--- src/design/mctt_pkg.sv ---
// shared types and constants for the multi-channel tick timer unit
`timescale 1ns / 1ps
`default_nettype none

package mctt_pkg;

   localparam int NUM_TIMERS  = 3;
   localparam int TIMER_W     = 3;
   localparam int MS_W        = 16;
   localparam int CNT_W       = 32;
   localparam int MASK_W      = 8;
   localparam int CSR_IDX_W   = 2;
   localparam int CSR_DATA_W  = 32;
   localparam int REQ_DATA_W  = 56;
   localparam int RSP_DATA_W  = 8;

   typedef enum logic [1:0] {
      REQ_TICK  = 2'd0,
      REQ_START = 2'd1,
      REQ_STOP  = 2'd2,
      REQ_INIT  = 2'd3
   } req_code_type;

   typedef enum logic [2:0] {
      RK_EXPIRED   = 3'd0,
      RK_STARTED   = 3'd1,
      RK_STOPPED   = 3'd2,
      RK_BAD_ID    = 3'd3,
      RK_INIT      = 3'd4,
      RK_TICK_DONE = 3'd5
   } result_kind_type;

   typedef enum logic [CSR_IDX_W-1:0] {
      CSR_REPEAT_MASK    = 2'd0,
      CSR_AUTOSTART_MASK = 2'd1,
      CSR_INIT_PERIOD    = 2'd2
   } csr_index_type;

   typedef enum logic [1:0] {
      RUN_STOPPED  = 2'd0,
      RUN_RUNNING  = 2'd1,
      RUN_TIMEDOUT = 2'd2
   } run_state_type;

   // broadcast to every cell
   typedef struct packed {
      logic             shift;
      logic             step;
      logic             start;
      logic             stop;
      logic             init;
      logic [MS_W-1:0]  elapsed_ms;
      logic [CNT_W-1:0] period_ms;
      logic [CNT_W-1:0] init_period;
   } cell_cmd_type;

   // expiry flag rippling down the chain
   typedef struct packed {
      logic               expired;
      logic [TIMER_W-1:0] timer;
   } hit_type;

endpackage

`default_nettype wire

--- src/design/multi_channel_tick_timer_unit.sv ---
// top level: request decode, configuration registers, chain of timer cells, result register
`timescale 1ns / 1ps
`default_nettype none

// channel  direction  user            data                                          last
// req_     in         req_type[1:0]   timer_id[2:0] elapsed_ms[18:3] period_ms[50:19]  -
// rsp_     out        result_kind     result_timer[2:0]                              is_last
// csr_     in         -               index 0 repeat, 1 autostart, 2 init period     -
//
// start, stop, init and bad id each give one result
// a tick sends the visit token down the chain of cells, one cell per cycle
// the token only moves while the result register is free, so a stall holds it
// reset clears all timers to stopped, configuration to its defaults

module multi_channel_tick_timer_unit (
   input  wire                              clock,
   input  wire                              reset,
   input  wire                              req_tvalid,
   output logic                             req_tready,
   input  wire [mctt_pkg::REQ_DATA_W-1:0]   req_tdata,   // timer_id, elapsed_ms, period_ms
   input  wire [1:0]                        req_tuser,   // req_type
   output logic                             rsp_tvalid,
   input  wire                              rsp_tready,
   output logic [mctt_pkg::RSP_DATA_W-1:0]  rsp_tdata,   // result_timer
   output logic [2:0]                       rsp_tuser,   // result_kind
   output logic                             rsp_tlast,
   input  wire                              csr_valid,
   output logic                             csr_ready,
   input  wire [mctt_pkg::CSR_IDX_W-1:0]    csr_index,
   input  wire [mctt_pkg::CSR_DATA_W-1:0]   csr_data
);

   typedef enum logic [2:0] {
      ST_IDLE = 3'b001,
      ST_TICK = 3'b010,
      ST_DONE = 3'b100
   } state_type;

   state_type                         state_ff, state_in;
   logic [mctt_pkg::MASK_W-1:0]       repeat_ff, repeat_in;
   logic [mctt_pkg::MASK_W-1:0]       auto_ff, auto_in;
   logic [mctt_pkg::CNT_W-1:0]        iper_ff, iper_in;
   logic [mctt_pkg::MS_W-1:0]         ms_ff, ms_in;

   logic                              rsp_valid_ff, rsp_valid_in;
   mctt_pkg::result_kind_type         rsp_kind_ff, rsp_kind_in;
   logic [mctt_pkg::TIMER_W-1:0]      rsp_timer_ff, rsp_timer_in;
   logic                              rsp_last_ff, rsp_last_in;

   mctt_pkg::req_code_type            req_code;
   logic [mctt_pkg::TIMER_W-1:0]      req_id;
   logic [mctt_pkg::MS_W-1:0]         req_ms;
   logic [mctt_pkg::CNT_W-1:0]        req_period;
   logic                              out_free;
   logic                              req_acc;
   logic                              bad_id;
   logic                              step;
   mctt_pkg::cell_cmd_type            cmd;

   logic    [mctt_pkg::NUM_TIMERS:0]  tok_chain;
   mctt_pkg::hit_type                 hit_chain [mctt_pkg::NUM_TIMERS+1];

   assign req_code   = mctt_pkg::req_code_type'(req_tuser);
   assign req_id     = req_tdata[2:0];
   assign req_ms     = req_tdata[18:3];
   assign req_period = req_tdata[50:19];

   assign out_free   = !rsp_valid_ff | rsp_tready;
   assign req_tready = (state_ff == ST_IDLE) & out_free;
   assign req_acc    = req_tvalid & req_tready;
   assign bad_id     = {1'b0, req_id} >= (mctt_pkg::TIMER_W + 1)'(mctt_pkg::NUM_TIMERS);
   assign step       = (state_ff == ST_TICK) & out_free;
   assign csr_ready  = 1'b1;

   always_comb begin
      cmd.shift       = step | (req_acc & (req_code == mctt_pkg::REQ_TICK));
      cmd.step        = step;
      cmd.start       = req_acc & (req_code == mctt_pkg::REQ_START) & !bad_id;
      cmd.stop        = req_acc & (req_code == mctt_pkg::REQ_STOP) & !bad_id;
      cmd.init        = req_acc & (req_code == mctt_pkg::REQ_INIT);
      cmd.elapsed_ms  = ms_ff;
      cmd.period_ms   = req_period;
      cmd.init_period = iper_ff;
   end

   // token enters cell 0 on a tick transfer
   assign tok_chain[0]         = req_acc & (req_code == mctt_pkg::REQ_TICK);
   assign hit_chain[0].expired = 1'b0;
   assign hit_chain[0].timer   = '0;

   for (genvar i = 0; i < mctt_pkg::NUM_TIMERS; i++) begin : g_cell
      mctt_cell u_cell (
         .clock         (clock),
         .reset         (reset),
         .cmd           (cmd),
         .sel           (req_id == mctt_pkg::TIMER_W'(i)),
         .repeat_bit    (repeat_ff[i]),
         .autostart_bit (auto_ff[i]),
         .cell_id       (mctt_pkg::TIMER_W'(i)),
         .tok_in        (tok_chain[i]),
         .tok_out       (tok_chain[i+1]),
         .hit_in        (hit_chain[i]),
         .hit_out       (hit_chain[i+1])
      );
   end

   always_comb begin
      repeat_in = repeat_ff;
      auto_in   = auto_ff;
      iper_in   = iper_ff;
      if (csr_valid & csr_ready) begin
         unique case (csr_index)
            mctt_pkg::CSR_REPEAT_MASK:    repeat_in = csr_data[mctt_pkg::MASK_W-1:0];
            mctt_pkg::CSR_AUTOSTART_MASK: auto_in   = csr_data[mctt_pkg::MASK_W-1:0];
            mctt_pkg::CSR_INIT_PERIOD:    iper_in   = csr_data;
            default:                      ;
         endcase
      end
   end

   always_comb begin
      state_in     = state_ff;
      ms_in        = ms_ff;
      rsp_valid_in = rsp_valid_ff & !rsp_tready;
      rsp_kind_in  = rsp_kind_ff;
      rsp_timer_in = rsp_timer_ff;
      rsp_last_in  = rsp_last_ff;
      unique case (state_ff)
         ST_IDLE: begin
            if (req_acc) begin
               if (req_code == mctt_pkg::REQ_TICK) begin
                  ms_in    = req_ms;
                  state_in = ST_TICK;
               end else begin
                  rsp_valid_in = 1'b1;
                  rsp_last_in  = 1'b1;
                  rsp_timer_in = req_id;
                  if (req_code == mctt_pkg::REQ_INIT) begin
                     rsp_kind_in  = mctt_pkg::RK_INIT;
                     rsp_timer_in = '0;
                  end else if (bad_id) begin
                     rsp_kind_in = mctt_pkg::RK_BAD_ID;
                  end else if (req_code == mctt_pkg::REQ_START) begin
                     rsp_kind_in = mctt_pkg::RK_STARTED;
                  end else begin
                     rsp_kind_in = mctt_pkg::RK_STOPPED;
                  end
               end
            end
         end
         ST_TICK: begin
            if (step) begin
               if (hit_chain[mctt_pkg::NUM_TIMERS].expired) begin
                  rsp_valid_in = 1'b1;
                  rsp_kind_in  = mctt_pkg::RK_EXPIRED;
                  rsp_timer_in = hit_chain[mctt_pkg::NUM_TIMERS].timer;
                  rsp_last_in  = 1'b0;
               end
               if (tok_chain[mctt_pkg::NUM_TIMERS]) begin
                  state_in = ST_DONE;
               end
            end
         end
         ST_DONE: begin
            if (out_free) begin
               rsp_valid_in = 1'b1;
               rsp_kind_in  = mctt_pkg::RK_TICK_DONE;
               rsp_timer_in = '0;
               rsp_last_in  = 1'b1;
               state_in     = ST_IDLE;
            end
         end
         default: state_in = ST_IDLE;
      endcase
   end

   always_ff @(posedge clock) begin
      if (reset) begin
         state_ff     <= ST_IDLE;
         rsp_valid_ff <= 1'b0;
         repeat_ff    <= mctt_pkg::MASK_W'(4);
         auto_ff      <= mctt_pkg::MASK_W'(4);
         iper_ff      <= mctt_pkg::CNT_W'(15);
      end else begin
         state_ff     <= state_in;
         rsp_valid_ff <= rsp_valid_in;
         repeat_ff    <= repeat_in;
         auto_ff      <= auto_in;
         iper_ff      <= iper_in;
      end
   end

   always_ff @(posedge clock) begin
      ms_ff        <= ms_in;
      rsp_kind_ff  <= rsp_kind_in;
      rsp_timer_ff <= rsp_timer_in;
      rsp_last_ff  <= rsp_last_in;
   end

   assign rsp_tvalid = rsp_valid_ff;
   assign rsp_tuser  = rsp_kind_ff;
   assign rsp_tdata  = {{(mctt_pkg::RSP_DATA_W - mctt_pkg::TIMER_W){1'b0}}, rsp_timer_ff};
   assign rsp_tlast  = rsp_last_ff;

endmodule

`default_nettype wire

--- src/design/mctt_cell.sv ---
// one timer cell: run state, count and period, with a visit token passed to the next cell
`timescale 1ns / 1ps
`default_nettype none

module mctt_cell (
   input  wire                          clock,
   input  wire                          reset,
   input  mctt_pkg::cell_cmd_type       cmd,
   input  wire                          sel,
   input  wire                          repeat_bit,
   input  wire                          autostart_bit,
   input  wire [mctt_pkg::TIMER_W-1:0]  cell_id,
   input  wire                          tok_in,
   output logic                         tok_out,
   input  mctt_pkg::hit_type            hit_in,
   output mctt_pkg::hit_type            hit_out
);

   mctt_pkg::run_state_type          run_ff, run_in;
   logic [mctt_pkg::CNT_W-1:0]       cnt_ff, cnt_in;
   logic [mctt_pkg::CNT_W-1:0]       per_ff, per_in;
   logic                             tok_ff, tok_in_next;
   logic [mctt_pkg::CNT_W:0]         sum;
   logic [mctt_pkg::CNT_W-1:0]       sat;
   logic                             visit;
   logic                             expire;

   assign visit = tok_ff & cmd.step & (run_ff == mctt_pkg::RUN_RUNNING);

   always_comb begin
      sum    = {1'b0, cnt_ff} + {{(mctt_pkg::CNT_W + 1 - mctt_pkg::MS_W){1'b0}}, cmd.elapsed_ms};
      sat    = sum[mctt_pkg::CNT_W] ? {mctt_pkg::CNT_W{1'b1}} : sum[mctt_pkg::CNT_W-1:0];
      expire = visit & (sat >= per_ff);
   end

   always_comb begin
      run_in      = run_ff;
      cnt_in      = cnt_ff;
      per_in      = per_ff;
      tok_in_next = cmd.shift ? tok_in : tok_ff;
      if (cmd.init) begin
         per_in = cmd.init_period;
         cnt_in = '0;
         run_in = autostart_bit ? mctt_pkg::RUN_RUNNING : mctt_pkg::RUN_STOPPED;
      end else if (cmd.start & sel) begin
         per_in = cmd.period_ms;
         cnt_in = '0;
         run_in = mctt_pkg::RUN_RUNNING;
      end else if (cmd.stop & sel) begin
         if (run_ff != mctt_pkg::RUN_TIMEDOUT) begin
            run_in = mctt_pkg::RUN_STOPPED;
         end
      end else if (visit) begin
         if (expire) begin
            cnt_in = '0;
            if (!repeat_bit) begin
               run_in = mctt_pkg::RUN_TIMEDOUT;
            end
         end else begin
            cnt_in = sat;
         end
      end
   end

   always_ff @(posedge clock) begin
      if (reset) begin
         run_ff <= mctt_pkg::RUN_STOPPED;
         cnt_ff <= '0;
         per_ff <= '0;
         tok_ff <= 1'b0;
      end else begin
         run_ff <= run_in;
         cnt_ff <= cnt_in;
         per_ff <= per_in;
         tok_ff <= tok_in_next;
      end
   end

   assign tok_out         = tok_ff;
   assign hit_out.expired = hit_in.expired | expire;
   assign hit_out.timer   = expire ? cell_id : hit_in.timer;

endmodule

`default_nettype wire
--- config.mk ---
export PLATFORM = sky130hd
export DESIGN_NAME = multi_channel_tick_timer_unit
export DESIGN_NICKNAME = d
export VERILOG_FILES = /design/src/design/mctt_pkg.sv /design/src/design/multi_channel_tick_timer_unit.sv /design/src/design/mctt_cell.sv
export SDC_FILE = /design/constraint.sdc
export NUM_CORES = 1
export LEC_CHECK = 0
export BUFFER_PORTS_ARGS = -buffer_cell sky130_fd_sc_hd__buf_4
export CORE_MARGIN = 5
export CORE_UTILIZATION = 66
export DETAILED_ROUTE_END_ITERATION = 8
export GPL_ROUTABILITY_DRIVEN = 0
export HOLD_SLACK_MARGIN = 0.02
export PLACE_DENSITY = 0.88
export SLEW_MARGIN = 20
export SYNTH_ARGS = -nofsm -noshare
export SYNTH_HDL_FRONTEND = slang
export SYNTH_SLANG_ARGS = --single-unit
--- constraint.sdc ---
create_clock -name clock -period 11.3 [get_ports clock]
set_input_delay 2.26 -clock clock [delete_from_list [all_inputs] [get_ports clock]]
set_output_delay 2.26 -clock clock [all_outputs]
set_load 0.02 [all_outputs]
==> impl_metrics.toml, run 1 <==
[status]
outcome = "finished clean"

[global_routing]
grt_pass1_vias = 14512
track_usage_pct = 31.1
grt_max_degree = 82
grt_antenna_before_repair = 0
grt_pass1_wl_um = 71500
grt_overflow = 0

[clock_tree]
clock_sinks = 266
post_cts_buffers = 0
cts_made_buffers = 29
cts_resized = 0
cts_hold_buf = 0
clockBufferDepth = 3
cts-root-buf = "clkbuf_16"
cts_tree = "built"
clkSlewWorstSetupHoldPaths_ns = 0.06
htree_levels = 1
clock_latency_ns = 0.57

[worst_setup_path]
path_class = "register to register"
critical_path_arrival_ns = 7.21
worstPathMaxFanout = 18
path_cells = "ha_1, fa_1, a21oi_1, nand4b_1, a21oi_1, o2111a_1, o21ai_1, buf_4, nand4_1, ha_1, nand4_1, a2111oi_0, o41ai_1, a21oi_1, nand2_1, a31oi_1"
slowest_delay_ns = 0.82
required_ns = 11.50
crit_path_start_kind = "register"
cp-end-kind = "register"
critPathSlowestCell = "o21ai_1"
crit_top_cell = "a21oi_1"

[detailed_routing]
via_per_inst = 6.41
postRouteAntennaNets = 0
drtPass1Iterations = 6
drcViolationCount = 0
via_count = 14944
first_iter_violations = 1638
wl_um = 45000
wl_per_cell_um = 19.3

[floorplan]
die_y_um = 166
pin_count = 112
fp-row-count = 57
die_area_um2 = 27600
die_x_um = 166
core_um2 = 24200
start_util_pct = 66.6

[cells_and_area]
fillers = 1665
n_antenna_cell = 0
layout_common_cells = "dfxtp_1 (243), nand2_1 (206), nor2_1 (204)"
area_delta_synth_final_pct = 12.1
area.sequential_um2 = 5560
multiInputGateArea_um2 = 9690
nNetsFinal = 2227
final_area_um2 = 18000
drive_above_1_share_pct = 11.2
final_common_cell = "dfxtp_1"

[timing]
fin_skew_ns = 0.0159
setup-tns-final_ns = 0
holdWs_ns = 0.451
drv_slew = 0
finalCriticalPeriod_ns = 7.01
period_share_pct = 62.0
worst_slack_ns = 4.29
rsz0062_at_grt = "no"
max-slew-margin-rel_pct = 29.0
setup_viol = 0
tightest_slew_ns = 1.07
finalHoldViolations = 0
fmax_mhz = 143

[power_and_ir_drop]
power_mw = 2.26
power_leakage_nw = 7.55
powerDensity_nw_per_um2 = 125
peakVddDrop_mv = 0.126

[synth]
synth-edff-count = 23
synth_top_area_cell = "dfxtp_1"
synth_flop_cell = "dfxtp_1"
synthCells = 1923
ys_seq_area_share_pct = 34.5
synth.avg_cell_area_um2 = 8.37
yosysUniqueCellTypes = 97
yosysWarnings = 0
async_reset_ff_share_pct = 0
synth_area_um2 = 16100
synth_top_area_share_pct = 30.2
synth_area_leaders = "dfxtp_1 (30%), ha_1 (11%), a211oi_1 (5.5%)"
synth_seq_cells = 266

[min_path]
hold_path.class = "register to register"

[placement]
portBuffers = 100
pre_cts_ws_ns = 4.78
place_area_um2 = 17000
dpl.hpwl_um = 32700

[flow_run]
maxCapViolations = 0
## worst max-delay path: cells and delay by family (launching register included)
kind | cells | cell delay (ns)
adder cells (fa/ha/maj) | 3 | 1.08
AO/OA/AOI/OAI | 8 | 3.80
flip-flops | 1 | 0.50
buffers and inverters | 1 | 0.41
AND/OR/NAND/NOR | 4 | 0.86
## kinds of logic (layout without fill, tap and decap cells)
kind of cell	count (synthesis)	after routing	share of synthesized area, %
buffers and inverters	220	299	5.58
xor gates and xnor gates	59	59	3.21
DFF	266	266	34.5
AOI/OAI and AO/OA	564	564	24.2
and+or+nand+nor	619	619	17.9
other	2	6	0.0467
muxes	46	46	2.92
adders and majority gates	147	147	11.6
## power by group
part / switching, mW / internal, mW
Clock: 0.409 / 0.613
Combinational: 0.149 / 0.0918
Sequential: 0.0199 / 0.981
## layout make-up
class                      count  share of cell area, %
clock inverter                16                   1.12
multi-input combinational   1441                   53.7
inverter                     129                   2.68
sequential                   266                   30.8
tap                          324                   2.25
timing repair buffer         116                   4.85
clock buffer                  38                   4.61
## through the flow
stage | cells | utilization, %
4_1_cts | 2330 | 74.6
2_1_floorplan | 1927 | -
5_1_grt | 2330 | 74.6
3_5_place_dp | 2276 | 70.4
6_report | 2330 | 74.6
3_3_place_gp | 2275 | 70.3
## sequential cells by signal, indices dropped and copies added (netlist names), 6 cells and up
| signal | flops |
|---|---|
| ms_ff | 16 |
| iper_ff | 32 |
| g_cell.u_cell.per_ff | 96 |
| g_cell.u_cell.run_ff | 6 |
| g_cell.u_cell.cnt_ff | 96 |
## layer usage
layer	wire (µm)	vias to the layer above	track usage, %
met2	20200	722	50.4
met1	18000	6966	39.9
met5	0	-	0
met3	3800	190	4.64
li1	-	7066	-
met4	2990	0	17.4
## Yosys cell counts (11+ instances only)
library cell  instances
a211oi_1            117
a21o_1               40
a21oi_1             126
a22o_1               40
a22oi_1              19
a31oi_1              11
and3_1               20
buf_1                13
buf_2                25
clkbuf_1             44
dfxtp_1             243
edfxtp_1             23
ha_1                144
inv_1               128
mux2i_1              38
nand2_1             206
nand3_1              43
nand4_1              19
nor2_1              206
nor2b_1              11
nor3_1               29
o21a_1               12
o21ai_0              75
o21ai_1              16
o2bb2ai_1            11
xnor2_1              38
xor2_1               21
## final timing paths
path                            slack (ns)                      from                         to  cells past startpoint
worst max-delay path                  4.29        ms_ff[0]$_DFFE_PP_  rsp_timer_ff[2]$_DFFE_PP_                     16
worst min-delay path                  0.45  iper_ff[13]$_SDFFE_PP0P_   iper_ff[13]$_SDFFE_PP0P_                      2
worst max register to register        4.29        ms_ff[0]$_DFFE_PP_  rsp_timer_ff[2]$_DFFE_PP_                     16
worst min register to register        0.45  iper_ff[13]$_SDFFE_PP0P_   iper_ff[13]$_SDFFE_PP0P_                      2
(Power assumes the default switching activity.)
==> run 2, diff against run 1 <==
ABC_AREA = 1   (was not set)
CORE_UTILIZATION = 62   (was 66)
PLACE_DENSITY = 0.83   (was 0.88)
clock period = 6.7 ns   (was 11.3 ns; I/O delays follow)
==> impl_metrics.toml, run 2 <==
[status]
outcome = "finished clean"

[detailed_routing]
via_per_inst = 5.77
wl_um = 46600
drtPass1Iterations = 6
postRouteAntennaNets = 0
drcViolationCount = 0
via_count = 16456
first_iter_violations = 1810
wl_per_cell_um = 16.3

[synth]
synth.avg_cell_area_um2 = 6.92
yosysUniqueCellTypes = 54
async_reset_ff_share_pct = 0
synthCells = 2426
synth_top_area_share_pct = 29.0
synth_area_leaders = "dfxtp_1 (29%), nand2_1 (13%), ha_1 (11%)"
yosysWarnings = 0
synth_top_area_cell = "dfxtp_1"
ys_seq_area_share_pct = 33.1
synth_flop_cell = "dfxtp_1"
synth_area_um2 = 16800
synth_common_cells = "nand2_1 (565), a21oi_1 (300), inv_1 (294)"
synth-edff-count = 23
yosysMostFrequentCell = "nand2_1"
synth_seq_cells = 266

[cells_and_area]
layout_common_cells = "nand2_1 (562), a21oi_1 (300), inv_1 (294)"
fillers = 2178
top_regs = "g_cell.u_cell.cnt_ff (96), g_cell.u_cell.per_ff (96), iper_ff (32)"
nNetsFinal = 2731
n_antenna_cell = 0
drive_above_1_share_pct = 9.12
area.sequential_um2 = 5560
multiInputGateArea_um2 = 9670
final_common_cell = "nand2_1"
area_delta_synth_final_pct = 11.1

[power_and_ir_drop]
peakVddDrop_mv = 0.227
powerDensity_nw_per_um2 = 234
power_mw = 4.37
power_leakage_nw = 8.20

[timing]
period_share_pct = 76.8
holdWs_ns = 0.459
finalCriticalPeriod_ns = 5.15
finalHoldViolations = 0
setup_viol = 0
tightest_slew_ns = 1.09
rsz0062_at_grt = "no"
setup-tns-final_ns = 0
fmax_mhz = 194
max-slew-margin-rel_pct = 27.1
fin_skew_ns = 0.0211
drv_slew = 0

[clock_tree]
clkSlewWorstSetupHoldPaths_ns = 0.06
cts_tree = "built"
htree_levels = 1
clockBufferDepth = 3
clock_latency_ns = 0.57
cts_hold_buf = 0
cts_made_buffers = 30
cts_resized = 0
cts-root-buf = "clkbuf_16"
post_cts_buffers = 0
clock_sinks = 266

[floorplan]
core_um2 = 26800
pin_count = 112
die_x_um = 174
fp-row-count = 60
die_y_um = 174
die_area_um2 = 30400
start_util_pct = 62.6

[worst_setup_path]
worstPathMaxFanout = 23
cp-end-kind = "register"
slowest_delay_ns = 0.63
path_cells = "ha_1, fa_1, nand2_1, o21ai_2, nand2_1, nand2_1, nand2_1, nand2_2, nand3_2, inv_1, nor2_1, inv_1, ha_1, nand2_1, nor2_1, nand4_1, nor2_1, nand4_1, nand3_1, nand2_1, a41oi_1"
r2r-start = "ms_ff[0]$_DFFE_PP_"
crit_top_cell = "nand2_1"
cp-startpoint = "ms_ff[0]$_DFFE_PP_"
crit_path_start_kind = "register"
required_ns = 6.90
path_class = "register to register"
critPathSlowestCell = "a41oi_1"
critical_path_arrival_ns = 5.35

[global_routing]
grt_antenna_before_repair = 0
track_usage_pct = 29.5
grt_pass1_vias = 15242
grt_max_degree = 92
grt_overflow = 0
grt_pass1_wl_um = 74900

[placement]
dpl.hpwl_um = 34700
portBuffers = 100

[min_path]
holdCritStartpoint = "iper_ff[2]$_SDFFE_PP1P_"
hold_path.class = "register to register"

[flow_run]
maxCapViolations = 0
[run 2: cell count changes after synthesis, sizes merged, moves of 16 or more]
cell,change
a211oi,-121
a21o,-36
a21oi,+173
a22o,-40
and3,-20
inv,+173
nand2,+367
nand3,+97
o21ai,+98
or2,+16
xnor2,-34
[run 2: worst max-delay path: cells and delay by family, from the launching register on]
kind	cells	cell delay, ns
simple gates	14	2.29
compound gates	2	0.72
buf+inv	2	0.32
flops	1	0.49
fa+ha+maj	3	0.97
[run 2: kinds of logic after synthesis]
family                     share of synthesized area [%]
other                                             0.0448
xor gates and xnor gates                           0.992
adders and majority gates                           11.1
and+or+nand+nor                                     26.8
DFF                                                 33.1
AOI/OAI and AO/OA                                   16.6
buffers and inverters                               9.47
muxes                                               1.91
[run 2: final cells by class]
cell class | count | share of cell area (%)
sequential | 266 | 29.8
tap | 341 | 2.29
multi-input combinational | 1778 | 51.9
timing repair buffer | 108 | 4.35
clock inverter | 15 | 1.07
inverter | 303 | 6.10
clock buffer | 41 | 4.52
[run 2: power breakdown]
part / total, mW / switching [mW] / internal [mW]
registers: 1.81 / 0.0745 / 1.74
clock network: 1.73 / 0.692 / 1.04
logic: 0.824 / 0.540 / 0.284
total: 4.37 / 1.31 / 3.06
[run 2: path summary, 6_finish.rpt]
path                              to  slack (ns)  depth (start not counted)
min          iper_ff[2]$_SDFFE_PP1P_        0.46                          2
max           rsp_tuser[1]$_DFFE_PP_        1.55                         21
max reg2reg   rsp_tuser[1]$_DFFE_PP_        1.55                         21
min reg2reg  iper_ff[2]$_SDFFE_PP1P_        0.46                          2
[run 2: stage by stage]
step | util (%) | setup WS (ns) | cell area, µm² | instances
floorplan | - | 2.70 | 16800 | 2430
global placement | 65.6 | 1.76 | 17600 | 2796
detailed placement | 65.6 | 1.61 | 17600 | 2796
CTS | 69.5 | 1.61 | 18600 | 2852
global route | 69.6 | 1.15 | 18600 | 2852
finish | 69.6 | 1.55 | 18600 | 2852
[run 2: per-layer routing]
metal / routed length (µm) / track usage, %
met4: 2090 / 11.8
met5: 0 / 0
met1: 20100 / 40.0
met3: 3830 / 4.76
met2: 20600 / 47.1
==> run 3, diff against run 2 <==
ABC_AREA = 0   (was 1)
CORE_UTILIZATION = 56   (was 62)
PLACE_DENSITY = 0.8   (was 0.83)
clock period = 4.7 ns   (was 6.7 ns; I/O delays follow)
==> impl_metrics.toml, run 3 (synthesis results as in run 1) <==
[status]
outcome = "finished with violations"
failed_checks = "negative setup slack"

[clock_tree]
htree_levels = 1
cts_hold_buf = 0
clkSlewWorstSetupHoldPaths_ns = 0.06
cts_tree = "built"
cts_made_buffers = 29
cts-root-buf = "clkbuf_16"
clockBufferDepth = 3
clock_latency_ns = 0.57
clock_sinks = 266

[placement]
place_area_um2 = 18600
pre_cts_ws_ns = -0.554
placedCellCount = 2526
dpl.hpwl_um = 35600
portBuffers = 100

[cells_and_area]
top_regs = "g_cell.u_cell.cnt_ff (96), g_cell.u_cell.per_ff (96), iper_ff (32)"
n_antenna_cell = 0
utilization_pct = 74.3
finalNonFillerCells = 2646
nNetsFinal = 2484
drive_above_1_share_pct = 27.6
layout_common_cells = "buf_4 (336), dfxtp_1 (243), nand2_1 (196), nor2_1 (196), inv_1 (128)"
area_delta_synth_final_pct = 31.7
area.sequential_um2 = 5560
fillers = 1952
final_area_um2 = 21200
final_common_cell = "buf_4"
multiInputGateArea_um2 = 10800

[detailed_routing]
wl_per_cell_um = 20.0
via_per_inst = 6.18
drtPass1Iterations = 6
wl_um = 53000
first_iter_violations = 1573
postRouteAntennaNets = 0
drcViolationCount = 0
via_count = 16348

[worst_setup_path]
crit_path_start_kind = "register"
critPathSlowestCell = "edfxtp_1"
slowest_delay_ns = 0.47
critical_path_arrival_ns = 5.38
cpLargestDelayFamily = "compound AO/OA/AOI/OAI gates"
worst-path-buf-inv = 3
required_ns = 5.20
path_class = "register to register"
crit_top_cell = "buf_6"
worstPathMaxFanout = 5
cp-end-kind = "register"
path_cells = "buf_6, ha_4, buf_6, a211o_1, a211oi_2, nor2_2, o41ai_4, o32a_1, or3b_4, xnor2_2, nand2_2, ha_4, a21o_1, a21o_1, a211oi_2, o211a_1, a21oi_4, or3_4, buf_6, o22ai_2"

[global_routing]
grt_antenna_before_repair = 0
grt_max_degree = 78
track_usage_pct = 29.0
grt_overflow = 0
grt_pass1_wl_um = 78100
grt_pass1_vias = 15815

[timing]
setup_viol = 81
fmax_mhz = 205
drv_slew = 0
fin_skew_ns = 0.0203
period_share_pct = 104
worst_slack_ns = -0.177
finalHoldViolations = 0
finalCriticalPeriod_ns = 4.88
max-slew-margin-rel_pct = 28.4
rsz0062_at_grt = "yes"
tightest_slew_ns = 1.07
setup-tns-final_ns = -5.73
holdWs_ns = 0.454

[power_and_ir_drop]
power_leakage_nw = 8.97
powerDensity_nw_per_um2 = 255
peakVddDrop_mv = 0.279
power_mw = 5.40

[floorplan]
die_y_um = 180
pin_count = 112
core_um2 = 28500
die_x_um = 180
fp-row-count = 62
start_util_pct = 56.4
die_area_um2 = 32200

[min_path]
hold_path.class = "register to register"

[flow_run]
maxCapViolations = 0
-- run 3: cell count changes in the layout (fill, tap and decap cells not counted), sizes merged, moves of 15 or more --
cell | previous run | this run
or2 | 24 | 8
a211oi | 0 | 121
o21ai | 193 | 95
nor2 | 224 | 209
nand3 | 141 | 44
a22oi | 4 | 19
a21o | 4 | 40
and3 | 1 | 21
nand2 | 574 | 207
a21oi | 303 | 130
a22o | 0 | 40
inv | 305 | 130
buf | 108 | 373
xnor2 | 4 | 38
-- run 3: where the power goes --
part / switching (mW) / total (mW) / internal, mW
Clock: 0.984 / 2.27 / 1.29
Combinational: 0.421 / 0.715 / 0.294
Sequential: 0.0478 / 2.41 / 2.36
Total: 1.45 / 5.40 / 3.94
-- run 3: layout make-up --
| class | count | area share, % |
|---|---|---|
| Clock inverter | 14 | 0.549 |
| Tap cell | 384 | 2.27 |
| Sequential cell | 266 | 26.2 |
| Clock buffer | 39 | 3.89 |
| Multi-Input combinational cell | 1441 | 50.8 |
| Inverter | 129 | 2.28 |
| Timing Repair Buffer | 373 | 14.0 |
-- run 3: per-layer routing --
metal  GRT usage (%)  wire length, µm
met5               0                0
met2            47.5            24400
met4            16.4             3500
met3            4.22             4330
met1            36.7            20700
-- run 3: path summary, 6_finish.rpt --
kind	from	endpoint	slack (ns)	depth (start not counted)
max	ms_ff[0]$_DFFE_PP_	g_cell[1].u_cell.cnt_ff[16]$_SDFFE_PP0P_	-0.18	20
min	iper_ff[11]$_SDFFE_PP0P_	iper_ff[11]$_SDFFE_PP0P_	0.45	2
max reg2reg	ms_ff[0]$_DFFE_PP_	g_cell[1].u_cell.cnt_ff[16]$_SDFFE_PP0P_	-0.18	20
min reg2reg	iper_ff[11]$_SDFFE_PP0P_	iper_ff[11]$_SDFFE_PP0P_	0.45	2
-- run 3: worst register-to-register path, stage by stage, from the launching register on --
cell      delay, ns
edfxtp_1       0.47
buf_6          0.18
ha_4           0.16
buf_6          0.11
a211o_1        0.29
a211oi_2       0.33
nor2_2         0.10
o41ai_4        0.44
o32a_1         0.36
or3b_4         0.20
xnor2_2        0.11
nand2_2        0.09
ha_4           0.22
a21o_1         0.19
a21o_1         0.20
a211oi_2       0.32
o211a_1        0.26
a21oi_4        0.10
or3_4          0.40
buf_6          0.15
o22ai_2        0.14
-- run 3: what timing repair did --
| action | in CTS | in global routing |
|---|---|---|
| pin swaps | 49 | 73 |
| endpoints found under the setup margin | 110 | 109 |
| gates resized for setup | 80 | 157 |
| setup buffers | 39 | 30 |
| cloned | 0 | 0 |
